**src/rtl/lwk_ram.sv**
```systemverilog
module lwk_ram #(
  parameter int unsigned Depth = 256,
  parameter int unsigned Width = 8
) (
  input  logic                     clk_i,
  input  logic                     we_i,
  input  logic [$clog2(Depth)-1:0] waddr_i,
  input  logic [Width-1:0]         wdata_i,
  input  logic                     re_i,
  input  logic [$clog2(Depth)-1:0] raddr_i,
  output logic [Width-1:0]         rdata_o
);

  logic [Width-1:0] mem_q [Depth];
  logic [Width-1:0] rdata_q;

  always_ff @(posedge clk_i) begin
    if (we_i) begin
      mem_q[waddr_i] <= wdata_i;
    end
    if (re_i) begin
      rdata_q <= mem_q[raddr_i];
    end
  end

  assign rdata_o = rdata_q;

endmodule

```
**config.mk**
```make
export PLATFORM = sky130hd
export DESIGN_NAME = lwk_ram
export DESIGN_NICKNAME = d
export VERILOG_FILES = /design/src/rtl/lwk_ram.sv
export SDC_FILE = /design/constraint.sdc
export NUM_CORES = 2
export LEC_CHECK = 0
export BUFFER_PORTS_ARGS = -buffer_cell sky130_fd_sc_hd__buf_2
export CORE_MARGIN = 2
export CORE_UTILIZATION = 40
export CTS_CLUSTER_DIAMETER = 150
export CTS_CLUSTER_SIZE = 25
export DETAILED_ROUTE_END_ITERATION = 6
export PLACE_DENSITY = 0.51
export SLEW_MARGIN = 20
export SYNTH_ARGS = -nofsm -noshare
export SYNTH_HDL_FRONTEND = slang
export SYNTH_SLANG_ARGS = --single-unit
export TNS_END_PERCENT = 1
```
**constraint.sdc**
```tcl
create_clock -name clk_i -period 2.5 [get_ports clk_i]
set_clock_uncertainty 0.1 [all_clocks]
set_input_delay 0.125 -clock clk_i [delete_from_list [all_inputs] [get_ports clk_i]]
set_output_delay 0.125 -clock clk_i [all_outputs]
set_load 0.1 [all_outputs]
```
==> impl_metrics.ini <==
[critical_path]
end_kind = flip-flop
worstSetupPathType = flip-flop to flip-flop
critPathArrivalTime_ns = 2.94
reg2reg_depth = 8
critPathLaunchType = flip-flop
cp.required_ns = 2.92
path_max_fanout = 1
r2r_slack_ns = -0.02

[pwr]
p_switching_w = 0.0129
p_leak_nw = 28.8
vdd_drop_max_v = 0.000619
pwr-share-comb_pct = 7.2
powerDensity_nw_per_um2 = 650
swShare_pct = 21.8
p_int_w = 0.0464
seqPwrFrac_pct = 64.0
p_clk_share_pct = 28.8

[routing]
dr.pass1.iters = 7
avgRoutedWirePerCell_um = 30.3
antenna_left = 0
vias = 39700
drt_iter0_drc = 4504
routed_wl_um = 213000
via_per_inst = 5.64
route.detailed.drc = 1

[cts]
htreeDepth = 3
path_clk_slew_ns = 0.10
clkLatencyLatePin_ns = 0.78
cts_buffers = 92
cts_sinks = 2056
clock_path_buffers = 3
cts_tree = done
cts_root_buf = clkbuf_16

[job]
cap_violations = 0

[synthesis]
netlist_area_um2 = 79600
yosys.cell_types.count = 54
synth_largest_area_cell = edfxtp_1
synthTopCellsByArea = edfxtp_1 (78%), mux4_2 (13%), mux2i_1 (1.7%)
postSynthNetCount = 3760
synth_edf_count = 2056
syn_inst = 3733
synth.avg_cell_area_um2 = 21.3
synthArstFlopShare_pct = 0
ys_seq_area_share_pct = 77.5
yosysTopAreaCellShare_pct = 77.5
ys_ff_latch = 2056
synth_warnings = 0
synth_flop_cell = edfxtp_1

[die]
die_y_um = 450
die_area_um2 = 203000
top_level_ports = 35
initial_core_util_pct = 40.3
fp-row-count = 163
core_area_um2 = 198000
die_w_um = 450

[worst_hold_path]
holdPathStages = 4
worstHoldPathType = primary input to flip-flop

[timing]
slew_headroom_pct = 30.7
period_minus_slack_ns = 2.52
fmax_mhz = 396
min_period_over_period_pct = 101
worst_pin_slew_ns = 1.04
rsz0062_at_grt = yes
hold_slack_ns = 0.0705
final-setup-viol-count = 4
drv_slew = 0
hold_violations = 0
fin_ws_ns = -0.0245

[global_routing]
grt_pass1_wl_um = 303000
grt.total_usage_pct = 20.9
grt_overflow = 0
antenna_found_initial = 13
grt_max_degree = 89
grt_pass1_vias = 40100

[layout]
drive_gt1_share_pct = 31.3
syn_to_final_growth_pct = 14.6
fill_cells = 16500
stdcell_count = 7028
nNetsFinal = 4404
fin_util_pct = 46.2

[status]
violations = DRC, setup timing
status = complete, but fails checks

[place]
place_inst = 6906
io_buffers = 34
hpwlAfterDp_um = 142000
gp_congestion = 0.818
-- registers in the layout, indices dropped and copies added (netlist names) --
signal   cells
rdata_o      8
mem_q     2048
-- logic make-up (layout without fill, tap and decap cells) --
kind of cell           Yosys count  after routing  share of synthesized area (%)
AO/OA/AOI/OAI                  385            385                           3.42
AND/OR/NAND/NOR                466            466                           2.63
multiplexers                   591            591                           14.6
flip-flops                    2056           2056                           77.5
buffers and inverters          235            885                           1.83
other                            0              5                              0
-- synth_stat cells, types with 2 or more instances --
| cell | n |
|---|---|
| a2111oi_0 | 2 |
| a2111oi_1 | 2 |
| a211oi_1 | 16 |
| a21oi_1 | 96 |
| a221oi_1 | 13 |
| a22o_1 | 8 |
| a22oi_1 | 133 |
| a311oi_1 | 2 |
| a31oi_1 | 2 |
| and2_1 | 6 |
| and3b_1 | 2 |
| buf_1 | 22 |
| buf_12 | 8 |
| buf_2 | 31 |
| buf_4 | 27 |
| buf_6 | 21 |
| buf_8 | 13 |
| clkbuf_1 | 111 |
| edfxtp_1 | 2056 |
| mux2i_1 | 134 |
| mux4_1 | 2 |
| mux4_2 | 454 |
| nand2_1 | 33 |
| nand2b_1 | 8 |
| nand3_1 | 34 |
| nand3b_1 | 2 |
| nand4_1 | 10 |
| nor2_1 | 282 |
| nor2b_1 | 31 |
| nor3_1 | 22 |
| nor4_1 | 24 |
| nor4_2 | 3 |
| o211ai_1 | 10 |
| o21ai_0 | 10 |
| o21ai_1 | 2 |
| o221ai_1 | 46 |
| o22a_1 | 5 |
| o22ai_1 | 28 |
| o32ai_1 | 4 |
| or2_2 | 4 |
-- metal layers --
| metal | wire, um | global-route usage, % | vias to the layer above |
|---|---|---|---|
| li1 | - | - | 16800 |
| met1 | 94100 | 30.5 | 21500 |
| met2 | 103000 | 34.1 | 1166 |
| met3 | 10900 | 2.40 | 204 |
| met4 | 4530 | 4.12 | 6 |
| met5 | 46 | 0 | - |
-- through the flow --
step	cell area (um^2)	total power, W	worst slack [ns]	TNS, ns
4_1_cts	91200	0.0600	-0.0611	-0.160
3_5_place_dp	88400	0.0431	-1.14	-18.10
2_1_floorplan	79600	0.0407	0.199	0
6_report	91300	0.0594	-0.0245	-0.0711
3_3_place_gp	88400	0.0430	-1.18	-18.42
5_1_grt	91300	0.0612	-0.0912	-0.524
-- worst max-delay path, cell delays in order (launching register included) --
cell and delay (ns):
edfxtp_1 0.38, mux4_2 0.50, a22o_1 0.28, a221oi_2 0.25, buf_4 0.18, o32ai_2 0.11, nor3_2 0.22, buf_4 0.20
nor4_2 0.05
-- layout by cell type, fill, tap and decap left out, types with 6 or more instances in the layout --
| cell | instances |
|---|---|
| nor2b_1 | 28 |
| nor4_1 | 13 |
| a22o_1 | 8 |
| nand3_2 | 6 |
| nand2_1 | 33 |
| a21oi_1 | 96 |
| a211oi_1 | 15 |
| a221oi_2 | 6 |
| buf_12 | 87 |
| a22oi_1 | 133 |
| o21ai_0 | 10 |
| nand2b_1 | 8 |
| nor3_1 | 17 |
| mux2i_1 | 134 |
| buf_8 | 10 |
| edfxtp_1 | 2056 |
| nor2_1 | 279 |
| clkbuf_16 | 94 |
| buf_2 | 22 |
| mux4_2 | 454 |
| o211ai_1 | 10 |
| o22ai_1 | 26 |
| nand4_1 | 10 |
| buf_4 | 645 |
| o221ai_1 | 45 |
| dlygate4sd3_1 | 19 |
| nor4_2 | 11 |
| a221oi_1 | 7 |
| nand3_1 | 28 |
-- final cells by class --
type / count / area (um^2) / share of cell area (%)
antenna: 5 / 12.5 / 0.0137
clock buffer: 94 / 2350 / 2.58
clock inverter: 6 / 71.3 / 0.0781
inverter: 2 / 7.51 / 0.00823
multi-input combinational: 1442 / 16800 / 18.4
sequential: 2056 / 61700 / 67.6
tap: 2640 / 3300 / 3.62
timing repair buffer: 783 / 7030 / 7.71
-- power groups by stage --
| stage | clock, W | combinational (W) | sequential, W |
|---|---|---|---|
| finish | 0.0171 | 0.00428 | 0.0380 |
| floorplan | 0 | 0.00185 | 0.0389 |
| CTS | 0.0176 | 0.00435 | 0.0380 |
| global placement | 0 | 0.00424 | 0.0388 |
| global route | 0.0187 | 0.00452 | 0.0380 |
| detailed placement | 0 | 0.00427 | 0.0388 |
-- timing repair --
action / 4_1_cts / 5_1_grt
cloned: 0 / 0
endpoints found under the hold margin: 2042 / 0
hold buffers: 19 / 0
setup endpoints to repair: 8 / 8
resized for setup: 31 / 2
setup buffers: 0 / 0
pin swaps: 13 / 3
-- final timing paths --
path	to	startpoint
max	rdata_o[6]	mem_q[82][6]
min	mem_q[239][3]	waddr_i[7]
max reg2reg	rdata_o[6]	mem_q[82][6]
min reg2reg	rdata_o[3]	mem_q[41][3]
Note: power is estimated with default switching activity, not from simulation.
