`src/rtl/lwk_pkg.sv`:
```
package lwk_pkg;

  localparam int unsigned MaxLen   = 4096;
  localparam int unsigned Alphabet = 256;

  localparam int unsigned SymW  = 8;
  localparam int unsigned SymAw = $clog2(Alphabet);
  localparam int unsigned PosW  = $clog2(MaxLen + 1);
  localparam int unsigned HistAw = $clog2(MaxLen);
  localparam int unsigned CntW  = PosW;
  localparam int unsigned DistW = $clog2(Alphabet + 1) > 9 ? $clog2(Alphabet + 1) : 9;
  localparam int unsigned TgtW  = 9;
  localparam int unsigned BestW = PosW + 1;

  // result word: best_length, window_length, distinct_count, too_long
  localparam int unsigned ResW = BestW + PosW + DistW + 1;
  localparam int unsigned OutW = ((ResW + 7) / 8) * 8;

  // request to the count table
  typedef struct packed {
    logic             rd_en;
    logic [SymAw-1:0] rd_addr;
    logic             wr_en;
    logic [SymAw-1:0] wr_addr;
    logic [CntW-1:0]  wdata;
  } cnt_req_t;

endpackage

```
`src/rtl/lwk_ram.sv`:
```
module lwk_ram #(
  parameter int unsigned Depth = 256,
  parameter int unsigned Width = 8
) (
  input  logic                     clk_i,
  input  logic                     we_i,
  input  logic [$clog2(Depth)-1:0] waddr_i,
  input  logic [Width-1:0]         wdata_i,
  input  logic                     re_i,
  input  logic [$clog2(Depth)-1:0] raddr_i,
  output logic [Width-1:0]         rdata_o
);

  logic [Width-1:0] mem_q [Depth];
  logic [Width-1:0] rdata_q;

  always_ff @(posedge clk_i) begin
    if (we_i) begin
      mem_q[waddr_i] <= wdata_i;
    end
    if (re_i) begin
      rdata_q <= mem_q[raddr_i];
    end
  end

  assign rdata_o = rdata_q;

endmodule

```
`src/rtl/lwk_count_table.sv`:
```
module lwk_count_table (
  input  logic                   clk_i,
  input  logic                   rst_ni,
  input  logic                   clear_i,
  input  lwk_pkg::cnt_req_t      req_i,
  output logic [lwk_pkg::CntW-1:0] count_o
);

  logic [lwk_pkg::Alphabet-1:0] valid_q;
  logic [lwk_pkg::SymAw-1:0]    raddr_q;
  logic [lwk_pkg::CntW-1:0]     rdata;

  lwk_ram #(
    .Depth(lwk_pkg::Alphabet),
    .Width(lwk_pkg::CntW)
  ) u_ram (
    .clk_i  (clk_i),
    .we_i   (req_i.wr_en),
    .waddr_i(req_i.wr_addr),
    .wdata_i(req_i.wdata),
    .re_i   (req_i.rd_en),
    .raddr_i(req_i.rd_addr),
    .rdata_o(rdata)
  );

  // an entry not written since the last clear reads as zero
  always_ff @(posedge clk_i or negedge rst_ni) begin
    if (!rst_ni) begin
      valid_q <= '0;
    end else begin
      if (clear_i) begin
        valid_q <= '0;
      end
      if (req_i.wr_en) begin
        valid_q[req_i.wr_addr] <= 1'b1;
      end
    end
  end

  always_ff @(posedge clk_i) begin
    if (req_i.rd_en) begin
      raddr_q <= req_i.rd_addr;
    end
  end

  assign count_o = valid_q[raddr_q] ? rdata : '0;

endmodule

```
`config.mk`:
```
export PLATFORM = sky130hd
export DESIGN_NAME = lwk_count_table
export DESIGN_NICKNAME = d
export VERILOG_FILES = /design/src/rtl/lwk_pkg.sv /design/src/rtl/lwk_ram.sv /design/src/rtl/lwk_count_table.sv
export SDC_FILE = /design/constraint.sdc
export NUM_CORES = 2
export LEC_CHECK = 0
export ABC_AREA = 1
export BUFFER_PORTS_ARGS = -buffer_cell sky130_fd_sc_hd__buf_2
export CAP_MARGIN = 10
export CORE_ASPECT_RATIO = 0.5
export CORE_MARGIN = 2
export CORE_UTILIZATION = 37
export DETAILED_ROUTE_END_ITERATION = 8
export PLACE_DENSITY = 0.58
export SETUP_SLACK_MARGIN = 0.02
export SYNTH_ARGS = -nofsm -noshare
export SYNTH_HDL_FRONTEND = slang
export SYNTH_SLANG_ARGS = --single-unit
```
`constraint.sdc`:
```
create_clock -name clk_i -period 2.6 [get_ports clk_i]
set_input_delay 0.39 -clock clk_i [delete_from_list [all_inputs] [get_ports clk_i]]
set_output_delay 0.39 -clock clk_i [all_outputs]
set_load 0.03 [all_outputs]
```
==> flow_summary.ini <==
[outcome]
outcome = finished with violations
violations = setup timing

[layout]
fillCellCount = 35293
final_nets = 12674
ff_latch_area_um2 = 107000
final_layout_size_suffix_gt1_frac = 0.131
syn_to_final_growth_pct = 18.0
finalNonFillerCells = 18167
multi_input_area_um2 = 32900

[clock_network]
cts_root_buffer = clkbuf_16
cts-htree-levels = 5
clk_path_buf_depth = 4
insertion_delay_ns = 0.96
tritoncts = yes
clock-sinks = 3605
path_clk_slew_ns = 0.07
cts_made_buffers = 338

[place]
numPortBuffers = 46
place.gp.congestion = 0.890
dp_slack_ns = -0.600
place_inst = 17503
hpwl_mm = 281

[hold_path]
hold_end = raddr_q[7]$_DFFE_PP_
hold_class = in2reg
hold_depth = 2
hold_path.startpoint = req_i[29]

[synth]
synthTopCellsByArea = edfxtp_1, nand3_1, nand2_1
yosysMostFrequentCell = edfxtp_1
yosysWarnings = 0
synth_commonest_cells = edfxtp_1, nand2_1, nand3_1
synth_flop_cell = edfxtp_1
syn_avg_cell_area_um2 = 12.0
yosysSeqAreaShare = 0.738
async_flop_share = 0.0710
yosys_register_bits = 3605
syn_area_um2 = 145000
ys_types = 18
synth.top_cell.area_share = 0.694
synth.largest_area_cell = edfxtp_1
synthCells = 12040
syn_nets = 12074
synth-edff-count = 3349

[detailed_routing]
wl_mm = 455
drt_iter0_markers = 13477
drtPass1Iterations = 8
drcViolationCount = 0
antenna_left = 0
vias_per_cell = 5.55
routedWlPerCell_um = 25.1
dr_total_vias = 100791

[timing]
hold_viol = 0
timing.setup.tns_ns = -13.24
period_minus_slack_ns = 3.64
layout_setup_ws_ns = -1.04
skew_ns = 0.0871
slew_violations = 0
worst_slew_pin_slew_ns = 1.11
rsz0062_at_grt = true
finalSetupViolCount = 13
final.period_utilization = 1.40
max_freq_mhz = 274
slew_headroom = 0.261

[global_route]
grtUsageTotal = 0.221
use_met3 = 0.0393
globalRouteMet2Util = 0.335
grt_pass1_wl_mm = 657
grt_start_max_net_pins = 97
grt-busiest-layer = met2
grt_pass1_vias = 94576
grtUsageMet1 = 0.324
gr-total-overflow = 0
antenna_found_initial = 21

[setup_path]
critPathLaunchType = flop
worst_ep_required_time_ns = 2.21
endpoint_kind = output port
path_max_fanout = 11
path_class = reg2out
cp.arrival_ns = 3.25
ff2ff_setup_slack_ns = 0.24
reg2reg_depth = 11
timing.rr.end = u_ram.rdata_o[2]$_DFFE_PP_
r2r_start = u_ram.mem_q[217][2]$_DFFE_PP_

[floorplan]
die_h_um = 447
initial_core_util = 0.372
ios = 47
core_area_um2 = 390000
rows = 162
die_x_um = 889
dieArea_um2 = 397000

[flow_run]
maxCapViolCount = 0

[pwr]
p_leak_nw = 59.4
power.density_nw_per_um2 = 712
ir_drop_mv = 0.487
## repair_timing
action | CTS | global route
endpoints found under the setup margin | 13 | 13
cloned | 3 | 17
endpoints found under the hold margin | 723 | 0
pin swaps | 0 | 12
buffers inserted | 2 | 8
resized for setup | 51 | 90
hold buffers | 15 | 0
## kinds of logic (layout without fill, tap and decap cells)
family | after synthesis | after routing | share of synthesized area
AND/OR/NAND/NOR | 5010 | 5010 | 0.146
flip-flops | 3605 | 3605 | 0.738
AO/OA/AOI/OAI | 2089 | 2089 | 0.0786
buffers and inverters | 1336 | 2203 | 0.0379
other | 0 | 12 | 0
## worst max-delay path, stage by stage, from the launching register on
cell and delay [ns]:
edfxtp_1 0.50, buf_6 0.20, clkbuf_16 0.20, a21oi_1 0.04, o21ai_0 0.08, nand3_1 0.14, nand3_1 0.09, nand3_1 0.08
nand2_2 0.13, nand2_1 0.08, nand3_2 0.09, nand3_4 0.14, buf_12 0.19, a21oi_4 0.20, buf_6 0.16
## routing by layer
metal  wire, um  part of all wire
met5          0                 0
met4      15200             0.033
met3      44000             0.097
met2     202000              0.44
met1     194000              0.43
## where the power goes
part	switching [W]	internal (W)	total (W)
sequential	0.0000886	0.0635	0.0636
clock	0.0221	0.0266	0.0487
combinational	0.00659	0.00288	0.00947
## cell type report
class | count | share of cell area
multi-input combinational | 7099 | 0.193
timing repair inverter | 1 | 0.0000658
inverter | 426 | 0.00969
timing repair buffer | 1169 | 0.0719
clock buffer | 437 | 0.0533
tap | 5248 | 0.0384
clock inverter | 170 | 0.00837
antenna | 12 | 0.000176
sequential | 3605 | 0.625
## flip-flops by register name (all words and copies together) (netlist names)
register       count
raddr_q            8
valid_q          256
u_ram.rdata_o     13
u_ram.mem_q     3328
## metrics by stage
step / cell area, um2 / hold slack, ns / utilization / total power, W
2_1_floorplan: 145000 / 0.0944 / - / 0.0689
3_3_place_gp: 159000 / 0.410 / 0.408 / 0.0737
3_5_place_dp: 159000 / 0.413 / 0.408 / 0.0738
4_1_cts: 170000 / 0.00995 / 0.437 / 0.122
5_1_grt: 171000 / 0.0419 / 0.439 / 0.125
6_report: 171000 / 0.0793 / 0.439 / 0.122
## how the worst max path moves through the flow
stage                                     from                         end  slack (ns)  cells after the start
after CTS                 raddr_q[0]$_DFFE_PP_                  count_o[2]       -1.04                     15
after detailed placement             req_i[22]  u_ram.rdata_o[7]$_DFFE_PP_       -0.60                     14
after floorplan           raddr_q[0]$_DFFE_PP_                 count_o[10]        0.05                     14
final                     raddr_q[1]$_DFFE_PP_                  count_o[9]       -1.04                     14
after global placement               req_i[23]  u_ram.rdata_o[1]$_DFFE_PP_       -0.62                     15
after global routing      raddr_q[0]$_DFFE_PP_                  count_o[9]       -1.11                     14
## cells in the final DEF, fill, tap and decap left out, types with 18 or more instances in the layout
| cell type | Yosys | routed |
|---|---|---|
| o21ai_0 | 1044 | 1021 |
| o21ai_1 | 113 | 133 |
| nand2_1 | 1882 | 1859 |
| inv_1 | 419 | 417 |
| clkinv_1 | 2 | 61 |
| nand3_1 | 1871 | 1848 |
| dfrtp_1 | 256 | 256 |
| o22ai_1 | 750 | 750 |
| clkbuf_16 | 0 | 363 |
| clkbuf_1 | 498 | 79 |
| nand3_2 | 0 | 21 |
| edfxtp_1 | 3349 | 3349 |
| a21oi_1 | 182 | 170 |
| buf_8 | 0 | 18 |
| buf_12 | 0 | 235 |
| nor2_1 | 1255 | 1255 |
| clkinv_2 | 0 | 63 |
| buf_4 | 21 | 850 |
(Power assumes the default switching activity.)
